<file path="config.mk">
export PLATFORM = sky130hd
export DESIGN_NAME = mlqd_dist
export DESIGN_NICKNAME = d
export VERILOG_FILES = /design/src/design/mlqd_pkg.sv /design/src/design/mlqd_dist.sv
export SDC_FILE = /design/constraint.sdc
export NUM_CORES = 1
export LEC_CHECK = 0
export BUFFER_PORTS_ARGS = -buffer_cell sky130_fd_sc_hd__buf_2
export CAP_MARGIN = 20
export CORE_MARGIN = 2
export CORE_UTILIZATION = 30
export DETAILED_ROUTE_END_ITERATION = 12
export SYNTH_ARGS = -nofsm -noshare
export SYNTH_HDL_FRONTEND = slang
export SYNTH_SLANG_ARGS = --single-unit
</file>
<file path="constraint.sdc">
create_clock -name clk -period 8.8 [get_ports clk]
set_input_delay 1.32 -clock clk [delete_from_list [all_inputs] [get_ports clk]]
set_output_delay 1.32 -clock clk [all_outputs]
set_load 0.005 [all_outputs]
</file>
<file path="src/design/mlqd_pkg.sv">
package mlqd_pkg;

  // Default widths for the top level parameters
  localparam int DEF_SAMPLE_WIDTH = 16;
  localparam int DEF_LLR_WIDTH    = 24;

  // Level magnitudes are Q1.12, at most 4424, so 14 signed bits
  localparam int LVL_W      = 14;
  // Level slots per axis: sign bit and a two-bit magnitude index
  localparam int SLOTS      = 8;
  localparam int LLR_NUM    = 6;
  // Product carries 36 fraction bits, LLR carries 8
  localparam int FRAC_SHIFT = 28;

  typedef logic [1:0] mode_t;
  typedef logic signed [LVL_W-1:0] level_t;

  localparam mode_t MODE_QPSK  = 2'd0;
  localparam mode_t MODE_QAM16 = 2'd1;
  localparam mode_t MODE_QAM64 = 2'd2;

  // Reserved mode code decodes as 64-QAM
  function automatic mode_t eff_mode(input mode_t m);
    mode_t r;
    case (m)
      MODE_QPSK:  r = MODE_QPSK;
      MODE_QAM16: r = MODE_QAM16;
      default:    r = MODE_QAM64;
    endcase
    return r;
  endfunction

  // Magnitude of level index a, a = 0 is the outermost level
  function automatic level_t level_mag(input mode_t m, input logic [1:0] a);
    level_t r;
    unique case (m)
      MODE_QPSK:  r = LVL_W'(2896);
      MODE_QAM16: r = a[0] ? LVL_W'(1295) : LVL_W'(3886);
      default: begin
        case (a)
          2'd0:    r = LVL_W'(4424);
          2'd1:    r = LVL_W'(3160);
          2'd2:    r = LVL_W'(1896);
          default: r = LVL_W'(632);
        endcase
      end
    endcase
    return r;
  endfunction

  // Signed level of a slot: slot[2] is the sign, slot[1:0] the magnitude index
  function automatic level_t slot_level(input mode_t m, input logic [2:0] slot);
    level_t mag;
    mag = level_mag(m, slot[1:0]);
    return slot[2] ? level_t'(-mag) : mag;
  endfunction

  // Slot exists in this constellation
  function automatic logic slot_used(input mode_t m, input logic [2:0] slot);
    logic r;
    unique case (m)
      MODE_QPSK:  r = (slot[1:0] == 2'd0);
      MODE_QAM16: r = (slot[1] == 1'b0);
      default:    r = 1'b1;
    endcase
    return r;
  endfunction

  // Label bit of a slot for bit pair 'pair' (pair 0 is the sign)
  function automatic logic slot_bit(input mode_t m, input logic [1:0] pair,
                                    input logic [2:0] slot);
    logic [1:0] g;
    logic       r;
    g = slot[1:0] ^ (slot[1:0] >> 1);
    r = 1'b0;
    if (pair == 2'd0) begin
      r = slot[2];
    end else begin
      case (m)
        MODE_QAM16: r = (pair == 2'd1) ? g[0] : 1'b0;
        MODE_QAM64: r = (pair == 2'd1) ? g[1] : ((pair == 2'd2) ? g[0] : 1'b0);
        default:    r = 1'b0;
      endcase
    end
    return r;
  endfunction

  // Number of label bits per carrier
  function automatic logic [2:0] label_bits(input mode_t m);
    logic [2:0] r;
    unique case (m)
      MODE_QPSK:  r = 3'd2;
      MODE_QAM16: r = 3'd4;
      default:    r = 3'd6;
    endcase
    return r;
  endfunction

endpackage

</file>
<file path="src/design/mlqd_dist.sv">
module mlqd_dist import mlqd_pkg::*; #(
  parameter int SAMPLE_WIDTH = DEF_SAMPLE_WIDTH
) (
  input  logic                                   clk,
  input  logic                                   en,
  input  mode_t                                  mode_i,
  input  logic [1:0][SAMPLE_WIDTH-1:0]           x_i,
  input  logic [SAMPLE_WIDTH-1:0]                w_i,
  output logic [1:0][SLOTS-1:0][((SAMPLE_WIDTH > LVL_W) ? SAMPLE_WIDTH : LVL_W)-1:0] dist_o,
  output logic [1:0][SAMPLE_WIDTH-1:0]           x_o,
  output logic [SAMPLE_WIDTH-2:0]                wmag_o,
  output mode_t                                  mode_o
);

  localparam int XW = (SAMPLE_WIDTH > LVL_W) ? SAMPLE_WIDTH : LVL_W;

  logic [1:0][SLOTS-1:0][XW-1:0] dist_nxt, dist_r;
  logic [1:0][SAMPLE_WIDTH-1:0]  x_r;
  logic [SAMPLE_WIDTH-2:0]       wmag_nxt, wmag_r;
  mode_t                         mode_nxt, mode_r;

  // Distance from each axis coordinate to every level slot
  always_comb begin
    logic signed [XW:0] d;
    level_t             lvl;
    mode_nxt = eff_mode(mode_i);
    for (int ax = 0; ax < 2; ax++) begin
      for (int s = 0; s < SLOTS; s++) begin
        lvl = slot_level(mode_nxt, 3'(s));
        d = $signed({{(XW+1-SAMPLE_WIDTH){x_i[ax][SAMPLE_WIDTH-1]}}, x_i[ax]})
          - $signed({{(XW+1-LVL_W){lvl[LVL_W-1]}}, lvl});
        dist_nxt[ax][s] = d[XW] ? XW'(-d) : d[XW-1:0];
      end
    end
    // Clamp negative reliability to zero
    wmag_nxt = w_i[SAMPLE_WIDTH-1] ? '0 : w_i[SAMPLE_WIDTH-2:0];
  end

  always_ff @(posedge clk) begin
    if (en) begin
      dist_r <= dist_nxt;
      x_r    <= x_i;
      wmag_r <= wmag_nxt;
      mode_r <= mode_nxt;
    end
  end

  assign dist_o = dist_r;
  assign x_o    = x_r;
  assign wmag_o = wmag_r;
  assign mode_o = mode_r;

endmodule

</file>
==> results of run 1 <==
## kinds of logic after synthesis
family / after synthesis / share of synthesized area [%]
xor+xnor: 364 / 14.6
fa+ha+maj: 111 / 6.50
simple gates: 712 / 16.4
flops: 291 / 40.0
other cells: 2 / 0.0344
buf+inv: 192 / 3.68
mux: 10 / 0.476
compound gates: 592 / 18.3
## power by group
group / internal [µW] / switching [µW]
sequential: 1840 / 83.5
combinational: 620 / 981
clock: 898 / 637
total: 3360 / 1700
## per-stage QoR
step,power [µW],utilization [%]
after floorplan,2910,-
after global placement,3560,34.1
after detailed placement,3560,34.2
after CTS,5140,35.8
after global routing,5330,35.8
final,5060,35.8
## cells in the final DEF, fill, tap and decap left out, types with 16 or more instances in the layout
| cell | instances |
|---|---|
| o21ai_0 | 90 |
| xnor2_1 | 295 |
| a21oi_1 | 131 |
| conb_1 | 18 |
| a31oi_1 | 66 |
| o21a_1 | 19 |
| edfxtp_1 | 291 |
| o31ai_1 | 31 |
| nor2_1 | 200 |
| or3_1 | 32 |
| nand3_1 | 36 |
| ha_1 | 107 |
| o21ai_1 | 38 |
| inv_1 | 72 |
| nand2b_1 | 26 |
| clkbuf_16 | 37 |
| nor2b_1 | 48 |
| and3_1 | 17 |
| xor2_1 | 69 |
| nor3_1 | 62 |
| nand2_1 | 167 |
| a21o_1 | 17 |
| o211ai_1 | 20 |
| buf_2 | 355 |
| and2_1 | 16 |
| nand4_1 | 17 |
| a211oi_1 | 21 |
## critical path, stage by stage
cell	delay (ps)
buf_2	260
nor2b_2	160
buf_4	260
inv_1	300
ha_1	510
and3b_1	200
o21ai_1	210
a21oi_1	100
a2111oi_0	750
o41ai_1	170
and2_1	250
a21oi_1	630
o21ai_0	260
xnor2_1	180
## layout make-up
type | count | share of cell area, %
multi-input cells | 1807 | 48.1
well taps | 950 | 4.62
clock inverters | 24 | 1.01
inverters | 83 | 1.21
repair buffers | 371 | 7.46
clock buffers | 40 | 3.64
flip-flops and latches | 291 | 34.0
## registers in the layout, indices dropped and copies added (netlist names)
name,flops
dist_o,244
x_o,30
wmag_o,15
mode_o,2
## worst min-delay path by stage
stage                           end  slack, ps
after detailed placement  dist_o[0]       1560
after global routing      dist_o[0]        980
after global placement    dist_o[0]       1560
after CTS                 dist_o[0]        970
after floorplan           dist_o[0]       1420
final                     dist_o[0]       1020
## metal layers
layer	track usage (%)	up-vias
met5	0	-
met4	6.38	2
met3	2.88	132
met2	34.0	631
met1	23.5	8915
li1	-	8998
==> impl_metrics.py, run 1 <==
metrics = {
    "status": {
        "status": "finished clean",
    },
    "die": {
        "placeableCoreArea_um2": 71700,
        "die_w_um": 274,
        "start_util_pct": 30.4,
        "rows": 98,
        "dieArea_um2": 75000,
        "die_h_um": 274,
        "ios": 357,
    },
    "placed_design": {
        "placed_cell_area_um2": 24500,
        "place_inst": 3501,
        "place_ws_ps": 3070,
        "hpwl_um": 57300,
        "gp_congestion": 0.940,
        "portBuffers": 356,
    },
    "yosys": {
        "synth_most_common_cell": "xnor2_1",
        "synth_top_cell_by_area": "edfxtp_1",
        "synth_edf_count": 291,
        "syn_avg_cell_area_um2": 9.60,
        "ys_seq_area_share_pct": 40.0,
        "synth_cell_types": 99,
        "synth_seq_cells": 291,
        "yosysWarningCount": 0,
        "ys.flop_type": "edfxtp_1",
        "netlist_area_um2": 21800,
        "yosys-top-cells-count": "xnor2_1, edfxtp_1, nor2_1",
        "ys_async_sr_fraction_pct": 0,
        "synth.top_cell.area_share_pct": 40.0,
        "synthTopCellsByArea": "edfxtp_1, xnor2_1, ha_1, nor2_1, a21oi_1",
        "netlist_instances": 2274,
    },
    "critical_path": {
        "cp_max_fo": 18,
        "crit_end": "dist_o[198]",
        "critPathLaunch": "mode_i[1]",
        "cp.required_ps": 9080,
        "crit_arrival_ps": 5590,
        "endpoint_kind": "register",
        "startpoint_type": "primary input",
        "path_class": "primary input to register",
    },
    "cts": {
        "cts_tree": "built",
        "cts-root-buf": "clkbuf_16",
        "cts_buffer_depth": 3,
        "post_cts_buffers": 0,
        "cts_made_buffers": 37,
        "cts_hold_buf": 0,
        "cts_sinks": 291,
        "clk_pin_slew_ps": 60,
        "htreeDepth": 2,
        "cts_resized": 0,
    },
    "drt": {
        "drtIter0Drc": 1651,
        "avgRoutedWirePerCell_um": 20.9,
        "routed.top_layer": "met5",
        "vias_per_cell": 5.24,
        "wl_um": 74600,
        "wl_met1_um": 30300,
        "drt_pass1_iterations": 7,
        "met3_length_um": 4070,
        "met2_length_um": 37600,
        "via_count": 18678,
        "ant_nets": 0,
        "drc_errors": 0,
    },
    "global_route": {
        "grt_max_degree": 167,
        "antenna_found_initial": 2,
        "grt_pass1_vias": 17735,
        "grtUsageTotal_pct": 19.1,
        "grt-ovfl-total": 0,
        "grt_pass1_wl_um": 110000,
    },
    "sta": {
        "setup_violations": 0,
        "timing.final.ws_setup_ps": 3480,
        "maxSlewHeadroom_pct": 27.3,
        "rsz0062_at_grt": "false",
        "slew_violations": 0,
        "period_minus_slack_ps": 5320,
        "tightestPinTransition_ps": 1090,
        "fin_crit_sh_pct": 60.4,
        "final_hold_viol_count": 0,
        "max_clock_freq_ghz": 0.188,
        "setup-tns-final_ps": 0,
        "whs_ps": 1020,
    },
    "final_layout": {
        "multi_input_area_um2": 12400,
        "drive_above_1_share_pct": 18.4,
        "final-seq-area_um2": 8740,
        "fill_cells": 7341,
        "design_area_um2": 25700,
        "fin_cells": 3566,
        "syn_to_final_growth_pct": 17.8,
        "n_antenna_cell": 0,
        "nNetsFinal": 2754,
    },
    "power": {
        "power-per-cell-area_nw_per_um2": 197,
        "power_leakage_uw": 0.00964,
        "peakVddDrop_uv": 139,
    },
    "hold_path": {
        "hold_path_class": "primary input to register",
        "hold_start": "x_i[0]",
        "hold_depth": 1,
    },
    "run": {
        "maxCapViolCount": 0,
    },
}
(Power assumes the default switching activity.)
==> run 2: changes to the inputs <==
==> constraint.sdc (replaced) <==
create_clock -name clk -period 5 [get_ports clk]
set_input_delay 0.75 -clock clk [delete_from_list [all_inputs] [get_ports clk]]
set_output_delay 0.75 -clock clk [all_outputs]
set_load 0.005 [all_outputs]
==> impl_metrics.py, run 2 (synthesis results as in run 1) <==
metrics = {
    "status": {
        "status": "finished clean",
    },
    "placed_design": {
        "hpwl_um": 59700,
        "place_inst": 3594,
        "gp_congestion": 0.956,
        "placed_cell_area_um2": 25200,
        "portBuffers": 356,
    },
    "cts": {
        "cts_made_buffers": 38,
        "cts_buffer_depth": 3,
        "post_cts_buffers": 0,
        "cts_sinks": 291,
        "cts_resized": 0,
        "cts-root-buf": "clkbuf_16",
        "cts_tree": "built",
        "cts_hold_buf": 0,
        "clk_pin_slew_ps": 60,
        "htreeDepth": 2,
    },
    "die": {
        "die_w_um": 274,
        "start_util_pct": 30.4,
        "placeableCoreArea_um2": 71700,
        "dieArea_um2": 75000,
        "rows": 98,
        "die_h_um": 274,
        "ios": 357,
    },
    "power": {
        "p_comb_share_pct": 32.3,
        "peakVddDrop_uv": 212,
        "p_clk_share_pct": 30.9,
        "power-per-cell-area_nw_per_um2": 345,
        "power_leakage_uw": 0.0101,
        "switching_share_pct": 33.0,
        "internal-power_uw": 6130,
        "power_frac_seq_pct": 36.8,
        "switching_power_uw": 3020,
        "power.total_uw": 9150,
    },
    "drt": {
        "via_count": 19077,
        "drt_pass1_iterations": 5,
        "drtIter0Drc": 1495,
        "ant_nets": 0,
        "wl_um": 76400,
        "avgRoutedWirePerCell_um": 20.9,
        "drc_errors": 0,
        "vias_per_cell": 5.21,
    },
    "sta": {
        "setup_violations": 0,
        "max_clock_freq_ghz": 0.235,
        "period_minus_slack_ps": 4250,
        "slew_violations": 0,
        "final_hold_viol_count": 0,
        "rsz0062_at_grt": "false",
        "tightestPinTransition_ps": 999,
        "setup-tns-final_ps": 0,
        "maxSlewHeadroom_pct": 32.5,
        "fin_crit_sh_pct": 85.0,
    },
    "critical_path": {
        "endpoint_kind": "register",
        "cp_max_fo": 8,
        "crit_arrival_ps": 4610,
        "cp.required_ps": 5360,
        "startpoint_type": "primary input",
        "path_class": "primary input to register",
    },
    "global_route": {
        "grt_pass1_vias": 18273,
        "grt_max_degree": 103,
        "grtUsageTotal_pct": 19.7,
        "grt_pass1_wl_um": 112000,
        "antenna_found_initial": 1,
        "grt-ovfl-total": 0,
    },
    "final_layout": {
        "design_area_um2": 26500,
        "drive_above_1_share_pct": 21.2,
        "nNetsFinal": 2847,
        "fin_cells": 3664,
        "n_antenna_cell": 0,
        "largest_register_ffs": 244,
        "syn_to_final_growth_pct": 21.5,
        "final_cell_mix": "buf_2, xnor2_1, edfxtp_1",
        "mostFrequentLayoutCell": "buf_2",
        "fill_cells": 7336,
    },
    "hold_path": {
        "hold_path_class": "primary input to register",
    },
    "run": {
        "maxCapViolCount": 0,
    },
}
[run 2: cell types whose count changed in the layout (fill, tap and decap cells not counted), sizes merged]
cell,before,now
clkinv,19,18
clkinvlp,2,7
inv,82,79
buf,371,463
clkbuf,40,45
[run 2: critical path, cell delays in order]
cell       delay (ps)
buf_2             190
or2_2             420
inv_1             350
ha_1              400
nor2b_1           180
o21a_1            250
a311oi_1          420
xnor2_1           170
a221oi_2          280
nand3_1           230
nor4b_1           510
nor3_1            110
a2111oi_2         350
[run 2: cell type report]
type / count / area, µm² / area share (%)
repair buffers: 463 / 2630 / 9.92
clock buffers: 45 / 1040 / 3.92
multi-input cells: 1807 / 12400 / 46.6
clock inverters: 25 / 256 / 0.967
inverters: 83 / 312 / 1.17
flip-flops and latches: 291 / 8740 / 32.9
well taps: 950 / 1190 / 4.48
[run 2: per-stage QoR]
| stage | hold slack [ps] | setup WS [ps] | utilization (%) |
|---|---|---|---|
| CTS | 391 | 791 | 37.0 |
| floorplan | 849 | 242 | - |
| finish | 418 | 748 | 37.0 |
| global placement | 982 | 236 | 35.2 |
| global route | 402 | 408 | 37.0 |
| detailed placement | 983 | 257 | 35.2 |
[run 2: routing by layer]
layer  up-vias  global-route usage [%]  part of all wire (%)  wire length [µm]
met5         -                       0                     0                 0
met4         0                    6.95                   3.6              2720
met3       136                    2.72                   5.5              4240
met1      9106                    24.0                    40             30900
li1       9173                       -                     -                 -
met2       662                    35.1                    51             38600
[run 2: path summary, 6_finish.rpt]
path / from / to / slack (ps) / depth (start not counted)
min: x_i[0] / dist_o[0] / 420 / 1
max: mode_i[1] / dist_o[143] / 750 / 13
[run 2: power by group through the flow]
stage,clock (µW),sequential [µW],combinational [µW]
global placement,0,3420,2960
finish,2830,3370,2950
floorplan,0,3450,1670
CTS,2940,3380,2980
detailed placement,0,3420,2950
global route,3020,3410,3220
==> run 3: changes to the inputs <==
--- a/config.mk
+++ b/config.mk
@@ -10,6 +10,7 @@
 export CORE_MARGIN = 2
 export CORE_UTILIZATION = 30
 export DETAILED_ROUTE_END_ITERATION = 12
+export RECOVER_POWER = 100
 export SYNTH_ARGS = -nofsm -noshare
 export SYNTH_HDL_FRONTEND = slang
 export SYNTH_SLANG_ARGS = --single-unit
==> impl_metrics.py, run 3 (synthesis results as in run 1) <==
metrics = {
    "critical_path": {
        "crit_arrival_ps": 4830,
        "startpoint_type": "primary input",
        "endpoint_kind": "register",
        "path_class": "primary input to register",
        "cp_max_fo": 11,
        "cp.required_ps": 5280,
    },
    "cts": {
        "htreeDepth": 2,
        "post_cts_buffers": 0,
        "cts_tree": "built",
        "cts-root-buf": "clkbuf_16",
        "cts_sinks": 291,
        "cts_made_buffers": 38,
        "clk_pin_slew_ps": 60,
        "cts_resized": 0,
        "cts_hold_buf": 0,
        "cts_buffer_depth": 3,
    },
    "drt": {
        "wl_um": 76700,
        "avgRoutedWirePerCell_um": 20.9,
        "drtIter0Drc": 1411,
        "via_count": 19172,
        "drc_errors": 0,
        "ant_nets": 0,
        "drt_pass1_iterations": 5,
        "vias_per_cell": 5.23,
    },
    "final_layout": {
        "mostFrequentLayoutCell": "xnor2_1",
        "n_antenna_cell": 0,
        "drive_above_1_share_pct": 11.3,
        "nNetsFinal": 2847,
        "syn_to_final_growth_pct": 19.1,
        "final_cell_mix": "xnor2_1, edfxtp_1, clkbuf_1",
        "largest_register_ffs": 244,
        "fin_cells": 3664,
    },
    "status": {
        "violations": "max-capacitance violations, max-slew violations",
        "status": "complete, but fails checks",
    },
    "die": {
        "start_util_pct": 30.4,
        "die_w_um": 274,
        "placeableCoreArea_um2": 71700,
        "rows": 98,
        "ios": 357,
        "dieArea_um2": 75000,
        "die_h_um": 274,
    },
    "sta": {
        "final_hold_viol_count": 0,
        "setup-tns-final_ps": 0,
        "period_minus_slack_ps": 4550,
        "maxSlewHeadroom_pct": -81.6,
        "fin_crit_sh_pct": 91.0,
        "rsz0062_at_grt": "false",
        "tightestPinTransition_ps": 2720,
        "max_clock_freq_ghz": 0.220,
        "setup_violations": 0,
        "slew_violations": 234,
    },
    "hold_path": {
        "hold_start": "x_i[0]",
        "hold_depth": 1,
        "worstHoldEndpoint": "dist_o[0]",
        "hold_path_class": "primary input to register",
    },
    "global_route": {
        "grtUsageTotal_pct": 19.7,
        "grt_max_degree": 103,
        "grt-ovfl-total": 0,
        "antenna_found_initial": 1,
        "grt_pass1_wl_um": 112000,
        "grt_pass1_vias": 18273,
    },
    "placed_design": {
        "hpwl_um": 59700,
        "portBuffers": 356,
        "gp_congestion": 0.956,
        "place_inst": 3594,
    },
    "power": {
        "power_leakage_uw": 0.00936,
        "power-per-cell-area_nw_per_um2": 349,
        "p_comb_share_pct": 31.4,
        "power_frac_seq_pct": 37.3,
        "peakVddDrop_uv": 210,
        "p_clk_share_pct": 31.3,
        "switching_share_pct": 33.5,
        "internal-power_uw": 6040,
        "switching_power_uw": 3030,
    },
    "run": {
        "maxCapViolCount": 4,
    },
}
run 3: changes by cell type in the layout (fill, tap and decap cells not counted), moves of 19 or more:
cell / delta
o21ai_0: +19
o21ai_1: -19
buf_2: -222
buf_4: -33
clkbuf_1: +253
run 3: worst max-delay path by stage:
stage              start          end  cells after the start
2_1_floorplan  mode_i[0]  dist_o[191]                     13
3_3_place_gp   mode_i[1]  dist_o[143]                     13
3_5_place_dp   mode_i[1]  dist_o[143]                     13
4_1_cts        mode_i[1]  dist_o[143]                     13
5_1_grt        mode_i[1]   dist_o[86]                     14
6_report       mode_i[1]  dist_o[148]                     15
run 3: worst max-delay path, cell delays in order:
cell       delay (ps)
buf_2             180
or2_2             420
inv_1             320
ha_1              240
buf_4             160
o21a_1            130
o31a_1            180
clkbuf_1          370
o2111ai_1         270
a21oi_1           300
nor4_1            120
a21oi_1           420
clkbuf_1          440
nor2_1            100
xor2_1            430
run 3: power groups by stage:
stage               Clock [µW]  Combinational (µW)  Sequential (µW)
finish                    2840                2850             3380
global route              3020                3110             3420
CTS                       2940                2980             3380
detailed placement           0                2950             3420
global placement             0                2960             3420
floorplan                    0                1670             3450
run 3: through the flow:
stage	area, µm²	hold WS [ps]	total power [µW]	util (%)	worst slack, ps
floorplan	21900	849	5120	-	242
global placement	25200	982	6390	35.2	236
detailed placement	25200	983	6380	35.2	257
CTS	26500	391	9290	37.0	791
global route	26000	472	9550	36.2	208
finish	26000	463	9070	36.2	448
run 3: layer usage:
| layer | up-vias | GRT usage [%] | routed length, µm |
|---|---|---|---|
| met1 | 9206 | 24.0 | 31000 |
| met2 | 654 | 35.1 | 38800 |
| met4 | 0 | 6.95 | 2650 |
| met3 | 133 | 2.72 | 4300 |
| met5 | - | 0 | 0 |
| li1 | 9179 | - | - |
run 3: area by class of cell:
cell class	instances	area, µm²
Clock buffer	45	1040
Fill cell	7477	45700
Inverter	83	312
Sequential cell	291	8740
Multi-Input combinational cell	1807	12300
Tap cell	950	1190
Clock inverter	25	256
Timing Repair Buffer	463	2180
